File: src/sv/srdz_pkg.sv
// Shared constants and types for the stick radial dead-zone pipeline.
package srdz_pkg;

    localparam int NSQ    = 17;          // square root stages, one root bit each
    localparam int NDV    = 17;          // divider stages, one quotient bit each
    localparam int ST_MAG = 0;
    localparam int ST_SQR = 1;
    localparam int ST_SUM = 2;
    localparam int ST_SQ0 = 3;
    localparam int ST_PRD = ST_SQ0 + NSQ;
    localparam int ST_DV0 = ST_PRD + 1;
    localparam int ST_OUT = ST_DV0 + NDV;
    localparam int NS     = ST_OUT + 1;

    localparam int MAG_W = 17;           // Q16 magnitude, at most 65536
    localparam int SUM_W = 34;
    localparam int ROOT_W = 17;
    localparam int REM_W = 19;
    localparam int DEN_W = 34;
    localparam int NUM_W = 49;
    localparam int QUO_W = 17;
    localparam int OUT_W = 17;

    localparam logic [14:0] DZ_RESET = 15'd7849;
    localparam logic [14:0] DZ_MAX   = 15'd32766;

    // sideband that rides along the square root stages
    typedef struct packed {
        logic [MAG_W-1:0] mx;
        logic [MAG_W-1:0] my;
        logic             nx;
        logic             ny;
        logic [MAG_W-1:0] z;
    } t_side;

    // sideband that rides along the divider stages
    typedef struct packed {
        logic nx;
        logic ny;
        logic zero;
    } t_dside;

endpackage

File: src/sv/srdz_sqrt.sv
// Pipelined integer square root, one root bit per stage.
module srdz_sqrt (
    input  logic                            i_clk,
    input  logic [srdz_pkg::NSQ-1:0]        i_en,
    input  logic [srdz_pkg::SUM_W-1:0]      i_s,
    output logic [srdz_pkg::ROOT_W-1:0]     o_root
);

    logic [srdz_pkg::REM_W-1:0]  r_rem  [srdz_pkg::NSQ];
    logic [srdz_pkg::ROOT_W-1:0] r_root [srdz_pkg::NSQ];
    logic [srdz_pkg::SUM_W-1:0]  r_s    [srdz_pkg::NSQ];
    logic [srdz_pkg::REM_W-1:0]  n_rem  [srdz_pkg::NSQ];
    logic [srdz_pkg::ROOT_W-1:0] n_root [srdz_pkg::NSQ];
    logic [srdz_pkg::SUM_W-1:0]  n_s    [srdz_pkg::NSQ];

    // one digit step per stage: bring down two bits, try root*4+1
    always_comb begin
        logic [srdz_pkg::REM_W-1:0]  p_rem;
        logic [srdz_pkg::ROOT_W-1:0] p_root;
        logic [srdz_pkg::SUM_W-1:0]  p_s;
        logic [srdz_pkg::REM_W+1:0]  cur;
        logic [srdz_pkg::REM_W+1:0]  trial;
        for (int k = 0; k < srdz_pkg::NSQ; k++) begin
            if (k == 0) begin
                p_rem  = '0;
                p_root = '0;
                p_s    = i_s;
            end else begin
                p_rem  = r_rem[k-1];
                p_root = r_root[k-1];
                p_s    = r_s[k-1];
            end
            cur   = {p_rem, p_s[srdz_pkg::SUM_W-1 -: 2]};
            trial = {2'b00, p_root, 2'b01};
            if (cur >= trial) begin
                n_rem[k]  = srdz_pkg::REM_W'(cur - trial);
                n_root[k] = {p_root[srdz_pkg::ROOT_W-2:0], 1'b1};
            end else begin
                n_rem[k]  = cur[srdz_pkg::REM_W-1:0];
                n_root[k] = {p_root[srdz_pkg::ROOT_W-2:0], 1'b0};
            end
            n_s[k] = {p_s[srdz_pkg::SUM_W-3:0], 2'b00};
        end
    end

    always_ff @(posedge i_clk) begin
        for (int k = 0; k < srdz_pkg::NSQ; k++) begin
            if (i_en[k]) begin
                r_rem[k]  <= n_rem[k];
                r_root[k] <= n_root[k];
                r_s[k]    <= n_s[k];
            end
        end
    end

    assign o_root = r_root[srdz_pkg::NSQ-1];

endmodule

File: config.mk
export PLATFORM = sky130hd
export DESIGN_NAME = srdz_sqrt
export DESIGN_NICKNAME = d
export VERILOG_FILES = /design/src/sv/srdz_pkg.sv /design/src/sv/srdz_sqrt.sv
export SDC_FILE = /design/constraint.sdc
export NUM_CORES = 1
export LEC_CHECK = 0
export BUFFER_PORTS_ARGS = -buffer_cell sky130_fd_sc_hd__buf_2
export CAP_MARGIN = 20
export CORE_MARGIN = 2
export CORE_UTILIZATION = 35
export CTS_CLUSTER_DIAMETER = 60
export DETAILED_ROUTE_END_ITERATION = 7
export PLACE_DENSITY = 0.48
export RECOVER_POWER = 25
export SETUP_SLACK_MARGIN = 0.05
export SKIP_LAST_GASP = 1
export SYNTH_ARGS = -nofsm -noshare
export SYNTH_HDL_FRONTEND = slang
export SYNTH_SLANG_ARGS = --single-unit
File: constraint.sdc
create_clock -name i_clk -period 3.32 [get_ports i_clk]
set_clock_uncertainty 0.2 [all_clocks]
set_input_delay 0.498 -clock i_clk [delete_from_list [all_inputs] [get_ports i_clk]]
set_output_delay 0.498 -clock i_clk [all_outputs]
set_load 0.005 [all_outputs]
==> impl_metrics.ini <==
[route]
initialDrtViolationCount = 1122
dr.pass1.iters = 7
drc_errors = 0
ant_nets = 0
routed_wl_mm = 62.12
wl_per_cell_um = 15.71
routed_via_density = 4.800
vias = 18980

[setup_path]
start_kind = flip-flop
critPathMaxFanout = 6
cp_slowest_cell = a211oi_1
required_ns = 3.49
path_cells = ha_1 > nand4_1 > a211oi_1 > o221ai_1 > nor2b_1 > o21ai_0 > xnor2_1 > a21oi_1
cp-end-kind = flip-flop
critPathArrivalTime_ns = 3.27
path_class = reg -> reg
critPathMaxStageDelay_ns = 0.55

[timing]
tightest_slew_ns = 1.209
tns_ns = 0
hold_violations = 0
finalWorstSetupSlack_ns = 0.2194
relSlewSlack_pct = 19.40
period_needed_ns = 3.101
hold_ws_ns = 0.1680
setup_viol = 0
fin_crit_sh_pct = 93.39
fmax_mhz = 322.5
maxSlewViolCount = 0
rsz0062_at_grt = yes

[final_layout]
fillers = 8584
instances_no_fill = 3954
layout_common_cells = edfxtp_1 (707), inv_1 (195), ha_1 (171), nor2_1 (152), nand2_1 (143)
final_nets = 2851
diodes = 0
area_growth_pct = 16.78
final_common_cell = edfxtp_1
drive_gt1_share_pct = 12.11

[power_and_ir_drop]
total_power_mw = 24.61
p_leak_nw = 14.45
irDropWorstVdd_mv = 0.4415
powerDensity_nw_per_um2 = 645.7

[die]
die_h_um = 309.4
dieWidth_um = 309.4
initial_utilization_pct = 35.13
pin_count = 69
core_sq_um = 92910
rows = 112
die_area_sq_um = 95710

[yosys]
syn_area_sq_um = 32640
synth_edf_count = 707
yosysUniqueCellTypes = 95
syn-mean-instance-area_sq_um = 13.46
synth_nets = 2647
async_reset_ff_share_pct = 0
synth-seq-area-share_pct = 65.05
ys_warn_count = 0
synth-main-ff-cell = edfxtp_1
postSynthCellCount = 2424
synth-seq-cells = 707

[grt]
grt.total_usage_pct = 13.14
grt_max_degree = 50
grt_pass1_wl_mm = 100.1
grt-ovfl-total = 0
grt_pass1_vias = 19080
antenna_found_initial = 0

[place]
portBuffers = 68
pre_cts_ws_ns = 0.03674
place_congestion = 0.8604
dpl.hpwl_mm = 45.79
dp_cells = 3748

[clock_network]
cts_tree = built
cts.path.max_buffers = 3
root_buffer = clkbuf_16
cts.sinks = 707
insertion_delay_ns = 0.65
h-tree-depth = 3
path_clk_slew_ns = 0.05
cts_buffers = 89

[worst_hold_path]
hp-class = in -> reg

[job]
max_cap_violations = 0

[status]
status = complete, no violations
## final timing paths
kind | from | end | slack, ns | depth (start not counted)
min | i_en[4] | r_rem[0][87]$_DFFE_PP_ | 0.17 | 1
max | r_rem[0][212]$_DFFE_PP_ | r_rem[0][240]$_DFFE_PP_ | 0.22 | 8
max reg2reg | r_rem[0][212]$_DFFE_PP_ | r_rem[0][240]$_DFFE_PP_ | 0.22 | 8
min reg2reg | r_s[0][176]$_DFFE_PP_ | r_s[0][210]$_DFFE_PP_ | 0.21 | 0
## critical path, delay by kind of cell, from the launching register on
kind                     cells  cell delay (ns)
AO/OA/AOI/OAI                4             1.19
XOR/XNOR                     1             0.16
adder cells (fa/ha/maj)      1             0.41
flip-flops                   1             0.41
AND/OR/NAND/NOR              2             0.44
## Yosys cell counts, types with 5 or more instances
| cell type | count | share of area [%] |
|---|---|---|
| or4_1 | 10 | 0.23 |
| and2_1 | 7 | 0.13 |
| a31oi_1 | 10 | 0.19 |
| ha_1 | 171 | 6.6 |
| clkbuf_1 | 15 | 0.17 |
| nor4_1 | 24 | 0.46 |
| edfxtp_1 | 707 | 65 |
| nand4_1 | 23 | 0.44 |
| a21oi_2 | 6 | 0.16 |
| nand3_1 | 41 | 0.63 |
| xnor2_1 | 123 | 3.3 |
| mux2_2 | 25 | 0.86 |
| nor3_1 | 50 | 0.77 |
| o21bai_1 | 6 | 0.14 |
| and4_1 | 7 | 0.19 |
| nand3b_1 | 9 | 0.21 |
| a21oi_1 | 140 | 2.1 |
| o2111ai_1 | 5 | 0.13 |
| o21a_1 | 49 | 1.1 |
| a21o_1 | 29 | 0.67 |
| a211o_1 | 5 | 0.13 |
| nand2_1 | 143 | 1.6 |
| buf_2 | 13 | 0.20 |
| or2_2 | 12 | 0.23 |
| nor2_1 | 152 | 1.7 |
| mux2_1 | 8 | 0.28 |
| o21ai_0 | 100 | 1.5 |
| xor2_1 | 88 | 2.4 |
| and3_1 | 11 | 0.21 |
| nor2b_1 | 26 | 0.50 |
| o31ai_1 | 19 | 0.44 |
| nand4b_1 | 6 | 0.16 |
| or3_1 | 27 | 0.52 |
| o211ai_1 | 10 | 0.23 |
| nand2b_1 | 32 | 0.61 |
| mux2i_1 | 10 | 0.31 |
| a211oi_1 | 12 | 0.28 |
| inv_1 | 196 | 2.3 |
## kinds of logic after synthesis
logic type	Yosys count	share of synthesized area, %
and+or+nand+nor	613	9.627
buffers and inverters	229	2.745
other	1	0.01149
adders and majority gates	171	6.556
muxes	45	1.537
xor gates and xnor gates	212	5.712
AOI/OAI and AO/OA	446	8.760
DFF	707	65.05
## power breakdown
group	switching [mW]	internal [mW]	total, mW
clock	3.78	5.81	9.59
combinational	1.91	1.52	3.43
sequential	0.542	11.0	11.6
total	6.23	18.4	24.6
## state kept, by name, indices dropped and copies added (netlist names)
signal	cells
r_s	272
r_rem	282
r_root	153
## final cells by class
class,instances,area (sq um),area share (%)
Multi-Input combinational cell,1488,10550,27.67
Timing Repair Buffer,145,1056,2.771
Clock buffer,102,2297,6.028
Clock inverter,61,670.6,1.760
Sequential cell,707,21230,55.71
Tap cell,1254,1569,4.117
Inverter,197,742.0,1.947
## layer usage
layer,global-route usage (%),part of all wire [%],vias to the layer above
met1,16.86,45,9097
met2,22.27,48,360
met3,2.425,4.5,94
met4,4.651,2.2,0
met5,0,0,-
li1,-,-,9427
## metrics by stage
step,instance area [sq um],util (%)
after floorplan,32640,-
after global placement,34660,37.31
after detailed placement,34660,37.31
after CTS,37990,40.89
after global routing,38110,41.02
final,38110,41.02
## timing repair
item | CTS | global route
resized for setup | 0 | 7
pin swaps | 1 | 0
buffers inserted | 2 | 0
endpoints found under the hold margin | 35 | 11
endpoints found under the setup margin | 2 | 28
hold buffers | 35 | 2
No activity file was read; power rests on OpenSTA's default activity.
