## src/sv/srdz_pkg.sv

```systemverilog
// Shared constants and types for the stick radial dead-zone pipeline.
package srdz_pkg;

    localparam int NSQ    = 17;          // square root stages, one root bit each
    localparam int NDV    = 17;          // divider stages, one quotient bit each
    localparam int ST_MAG = 0;
    localparam int ST_SQR = 1;
    localparam int ST_SUM = 2;
    localparam int ST_SQ0 = 3;
    localparam int ST_PRD = ST_SQ0 + NSQ;
    localparam int ST_DV0 = ST_PRD + 1;
    localparam int ST_OUT = ST_DV0 + NDV;
    localparam int NS     = ST_OUT + 1;

    localparam int MAG_W = 17;           // Q16 magnitude, at most 65536
    localparam int SUM_W = 34;
    localparam int ROOT_W = 17;
    localparam int REM_W = 19;
    localparam int DEN_W = 34;
    localparam int NUM_W = 49;
    localparam int QUO_W = 17;
    localparam int OUT_W = 17;

    localparam logic [14:0] DZ_RESET = 15'd7849;
    localparam logic [14:0] DZ_MAX   = 15'd32766;

    // sideband that rides along the square root stages
    typedef struct packed {
        logic [MAG_W-1:0] mx;
        logic [MAG_W-1:0] my;
        logic             nx;
        logic             ny;
        logic [MAG_W-1:0] z;
    } t_side;

    // sideband that rides along the divider stages
    typedef struct packed {
        logic nx;
        logic ny;
        logic zero;
    } t_dside;

endpackage

```

## src/sv/srdz_div.sv

```systemverilog
// Pipelined restoring divider, one quotient bit per stage.
module srdz_div (
    input  logic                            i_clk,
    input  logic [srdz_pkg::NDV-1:0]        i_en,
    input  logic [srdz_pkg::NUM_W-1:0]      i_num,
    input  logic [srdz_pkg::DEN_W-1:0]      i_den,
    output logic [srdz_pkg::QUO_W-1:0]      o_quo
);

    localparam int CMP_W = srdz_pkg::DEN_W + srdz_pkg::NDV;

    logic [srdz_pkg::NUM_W-1:0] r_rem [srdz_pkg::NDV];
    logic [srdz_pkg::DEN_W-1:0] r_den [srdz_pkg::NDV];
    logic [srdz_pkg::QUO_W-1:0] r_q   [srdz_pkg::NDV];
    logic [srdz_pkg::NUM_W-1:0] n_rem [srdz_pkg::NDV];
    logic [srdz_pkg::QUO_W-1:0] n_q   [srdz_pkg::NDV];

    // stage k decides quotient bit NDV-1-k
    always_comb begin
        logic [srdz_pkg::NUM_W-1:0] p_rem;
        logic [srdz_pkg::DEN_W-1:0] p_den;
        logic [srdz_pkg::QUO_W-1:0] p_q;
        logic [CMP_W-1:0]           sh;
        logic [CMP_W-1:0]           rx;
        for (int k = 0; k < srdz_pkg::NDV; k++) begin
            if (k == 0) begin
                p_rem = i_num;
                p_den = i_den;
                p_q   = '0;
            end else begin
                p_rem = r_rem[k-1];
                p_den = r_den[k-1];
                p_q   = r_q[k-1];
            end
            sh = CMP_W'(p_den) << (srdz_pkg::NDV - 1 - k);
            rx = CMP_W'(p_rem);
            if (rx >= sh) begin
                n_rem[k] = srdz_pkg::NUM_W'(rx - sh);
                n_q[k]   = p_q | (srdz_pkg::QUO_W'(1) << (srdz_pkg::NDV - 1 - k));
            end else begin
                n_rem[k] = p_rem;
                n_q[k]   = p_q;
            end
        end
    end

    always_ff @(posedge i_clk) begin
        for (int k = 0; k < srdz_pkg::NDV; k++) begin
            if (i_en[k]) begin
                r_rem[k] <= n_rem[k];
                r_den[k] <= (k == 0) ? i_den : r_den[k-1];
                r_q[k]   <= n_q[k];
            end
        end
    end

    assign o_quo = r_q[srdz_pkg::NDV-1];

endmodule

```

## config.mk

```make
export PLATFORM = sky130hd
export DESIGN_NAME = srdz_div
export DESIGN_NICKNAME = d
export VERILOG_FILES = /design/src/sv/srdz_pkg.sv /design/src/sv/srdz_div.sv
export SDC_FILE = /design/constraint.sdc
export NUM_CORES = 2
export LEC_CHECK = 0
export BUFFER_PORTS_ARGS = -buffer_cell sky130_fd_sc_hd__clkbuf_2
export CELL_PAD_IN_SITES_DETAIL_PLACEMENT = 0
export CELL_PAD_IN_SITES_GLOBAL_PLACEMENT = 1
export CORE_MARGIN = 3
export CORE_UTILIZATION = 33
export DETAILED_ROUTE_END_ITERATION = 16
export PLACE_DENSITY = 0.64
export SYNTH_ARGS = -nofsm -noshare
export SYNTH_HDL_FRONTEND = slang
export SYNTH_SLANG_ARGS = --single-unit
```

## constraint.sdc

```tcl
create_clock -name i_clk -period 5.6 [get_ports i_clk]
set_input_delay 0.28 -clock i_clk [delete_from_list [all_inputs] [get_ports i_clk]]
set_output_delay 0.28 -clock i_clk [all_outputs]
set_load 0.01 [all_outputs]
```

==> summary.txt <==
Outcome
  – Status: finished, final reports clean

CTS
  – Root Driver: clkbuf_16
  – Clock Pin Slew Worst Setup and Hold Paths: 60 ps
  – CTS sink count: 1481
  – Skew-Pair Late Insertion Delay: 820 ps
  – TritonCTS clock tree: done
  – CTS Buf Count: 173
  – PostCTS Resize Cnt: 0
  – Clock buffer depth: 3
  – CTS H-Tree Depth: 4

Layout
  – Area of the multi-input gates: 0.0367 sq mm
  – Final nets: 8791
  – Area growth, synth to finish: 13.1%
  – Share of cells above drive strength 1: 0.0733
  – FF+latch area: 0.0445 sq mm
  – Fill cells: approximately 25000

Critical path
  – Critical path, cell by cell: ha_1 -> fa_1 -> nor2b_1 -> o31ai_1 -> a2111oi_2 -> o31ai_1 -> buf_4 -> o31ai_4 -> a21oi_2 -> o21a_1 -> o211a_2 -> buf_4 -> and2_0 -> a31o_2
  – Crit-path max cell delay: 580 ps
  – FF-to-FF Start: r_den[0][136]
  – WP data arrival: 4950 ps
  – R2R Path End: r_rem[0][259]
  – Kind of critical path: flip-flop to flip-flop
  – Crit Path Max Fanout: 49
  – Slowest stage cell, crit path: a2111oi_2
  – Startpoint class of the critical path: flip-flop
  – Critical path required time: slightly above 6000 ps
  – R2R setup slack: 1200 ps
  – Crit path capture type: flip-flop
  – Worst r2r path cells: 14

Floorplan
  – Core area: 0.255 sq mm
  – Die Height: just over 500 microns
  – Core Rows: 185
  – I/O pins: 118
  – DIE AREA: 0.263 sq mm
  – Initial Utilization: 0.333
  – Die Wd: ~510 microns

STA
  – RSZ-0062 raised after global routing: false
  – Final Cycle Share: 0.785
  – Setup TNS: 0 ps
  – Least-Margin Pin Slew: 1140 ps
  – Final Hold Viols: 0
  – Min cycle time layout: approximately 4400 ps
  – Relative slew slack: 0.233
  – Final Slew Violations: 0
  – Endpoints failing setup: 0
  – Max Freq: about 0.23 GHz
  – Final Skew: approximately 34 ps

Synth
  – Main area contributors after synthesis: edfxtp_1, ha_1, a21oi_1, xnor2_1, inv_1
  – Yosys warns: 0
  – Cells after synthesis: 7883
  – Synth area leader: edfxtp_1
  – Yosys cell types: 105
  – Share of synthesized registers carrying an async set or reset: 0
  – Post-Syn Area: between 0.08 and 0.09 sq mm
  – Syn avg cell area: 10.8 sq um
  – EDFF count, synth: 1481
  – Syn nets: 8577
  – Yosys top cell area share: 0.524
  – FF+latch count, synth: between 1000 and 1500
  – Top_reg_cell synth: edfxtp_1
  – Seq/Total Area, Yosys: 0.524

Route
  – Final ANT Viol Nets: 0
  – DR vias: 57943
  – Wire per inst: 18.1 microns
  – Top Metal Used: met4
  – Wl on met1: 76600 microns
  – Met3 routed WL: 5400 microns
  – WL met2: 114000 microns
  – Vias/cell: 4.99
  – Total Routed Length: ~210000 microns
  – Residual DRC: 0
  – DRT Pass-1 Iters: 5
  – DRT iter0 DRCs: 2714

Worst hold path
  – Min-Delay Endpoint: r_den[0][26]
  – Hold path start: i_den[26]
  – Worst Hold Depth: 2
  – Worst hold path class: input pin to flip-flop

Global route
  – Largest net degree at the start of global routing: roughly 70
  – Global-route wire length before repair: 329000 microns
  – Initial antenna violation count: 2
  – GRT Total Usage: 0.158
  – Gr ovfl total: 0
  – Vias in the first global route: 60465

Placed design
  – HPWL after DPL: 168000 microns
  – Gpl congestion: just over 0.9
  – IO Port Bufs: 117

Power and ir drop
  – P_leak: approximately 38 nW
  – Power per cell area: 511 mW/mm^2
  – PnR Total Power: 49.1 mW
  – VDD IR-drop max: 0.335 mV

Run
  – Max-Cap Viols: 0
## critical path: cells and delay by family, from the launching register on
kind                     cells  cell delay, ps
adder cells (fa/ha/maj)      2             640
flip-flops                   1             420
AO/OA/AOI/OAI                8            2150
AND/OR/NAND/NOR              2             460
buffers and inverters        2             450
## through the flow
stage / std cells / cell area (sq um) / worst slack [ps] / hold slack (ps) / util
finish: 11604 / 95900 / 1200 / 198 / 0.376
global route: 11604 / 95900 / 850 / 150 / 0.376
CTS: 11603 / 95900 / 1160 / 121 / 0.376
detailed placement: 11189 / 89400 / 1100 / 405 / 0.351
global placement: 11187 / 89400 / 848 / 401 / 0.351
floorplan: 7883 / 84800 / 2140 / 379 / -
## worst max path at each step
stage               cells after the start          start  slack (ps)       endpoint
CTS                                    15  r_rem[0][256]        1160  r_rem[0][318]
detailed placement                     11      i_den[22]        1100   r_rem[0][17]
floorplan                              15  r_rem[0][495]        2140  r_rem[0][549]
global route                           12  r_rem[0][455]         850  r_rem[0][518]
finish                                 14  r_den[0][136]        1200  r_rem[0][259]
global placement                       13  r_den[0][172]         850  r_rem[0][304]
## synthesized netlist by cell type (13+ instances only)
| library cell | instances |
|---|---|
| edfxtp_1 | 1481 |
| a21oi_1 | 753 |
| inv_1 | 740 |
| nand2_1 | 588 |
| ha_1 | 577 |
| nor2_1 | 562 |
| o21ai_0 | 494 |
| xnor2_1 | 337 |
| a21o_1 | 312 |
| xor2_1 | 233 |
| clkbuf_1 | 199 |
| nand4_1 | 139 |
| nand3_1 | 124 |
| nor3_1 | 120 |
| mux2_2 | 82 |
| nand2b_1 | 81 |
| a31oi_1 | 78 |
| nor2b_1 | 77 |
| o21bai_1 | 75 |
| o21a_1 | 71 |
| nor4_1 | 66 |
| and3_1 | 45 |
| a211oi_1 | 42 |
| o211ai_1 | 40 |
| o31ai_1 | 36 |
| or3_1 | 32 |
| buf_2 | 31 |
| and2_1 | 24 |
| or2_2 | 24 |
| o31a_1 | 22 |
| or4_1 | 22 |
| a21boi_0 | 19 |
| a41oi_1 | 18 |
| o21ai_1 | 18 |
| a211o_1 | 16 |
| fa_1 | 16 |
| a31o_2 | 15 |
| and4_1 | 14 |
| nor3b_1 | 14 |
| buf_1 | 13 |
## routing by layer
layer | vias up | GRT usage
met5 | - | 0
met4 | 0 | 0.0984
met3 | 557 | 0.0200
met2 | 1049 | 0.310
met1 | 27059 | 0.154
li1 | 29278 | -
## flip-flops by register name (all words and copies together) (netlist names)
signal and cells:
r_q 153, r_den 544, r_rem 784
## where the power goes
part           internal, mW  switching, mW  leakage, nW
clock network          6.45           4.56         2.69
logic                  8.51           12.0         20.8
registers              16.0           1.59         14.4
## cells by family (layout without fill, tap and decap cells)
family                   after synthesis  in the layout  synth area share
AO/OA/AOI/OAI                       2167           2167             0.159
XOR/XNOR                             570            570            0.0589
adder cells (fa/ha/maj)              593            593            0.0889
buffers and inverters                994           1348            0.0449
other                                  0              1                 0
flip-flops                          1481           1481             0.524
AND/OR/NAND/NOR                     1990           1990             0.112
multiplexers                          88             88            0.0116
## layout by cell type, fill, tap and decap left out, drive strengths merged, types with 20 or more instances in the layout
cell type and n:
dlygate4sd3 99, or4 23, nor4 69, nor2b 77, nor3 120, xnor2 337, and3 45, nand2 589
inv 749, o31ai 39, or3 32, or2 26, a21oi 757, xor2 233, edfxtp 1481, ha 577
clkinv 75, o21bai 75, o211ai 40, nand2b 81, a21boi 20, a211oi 46, clkbuf 317, nand4 139
a31oi 79, mux2 82, o21a 71, nand3 125, buf 88, a21o 312, nor2 562, and2 28
o21ai 513, o31a 22
## area by class of cell
| cell class | count | area share |
|---|---|---|
| clock inverter | 99 | 0.0112 |
| clock buffer | 216 | 0.0468 |
| multi-input combinational | 5408 | 0.382 |
| antenna | 1 | 0.0000261 |
| sequential | 1481 | 0.464 |
| inverter | 745 | 0.0291 |
| tap | 3366 | 0.0439 |
| timing repair buffer | 288 | 0.0234 |
## repair_timing
item	4_1_cts	5_1_grt
hold buffers	99	0
endpoints found under the hold margin	630	0
buffers inserted	0	0
Note: power is estimated with default switching activity, not from simulation.
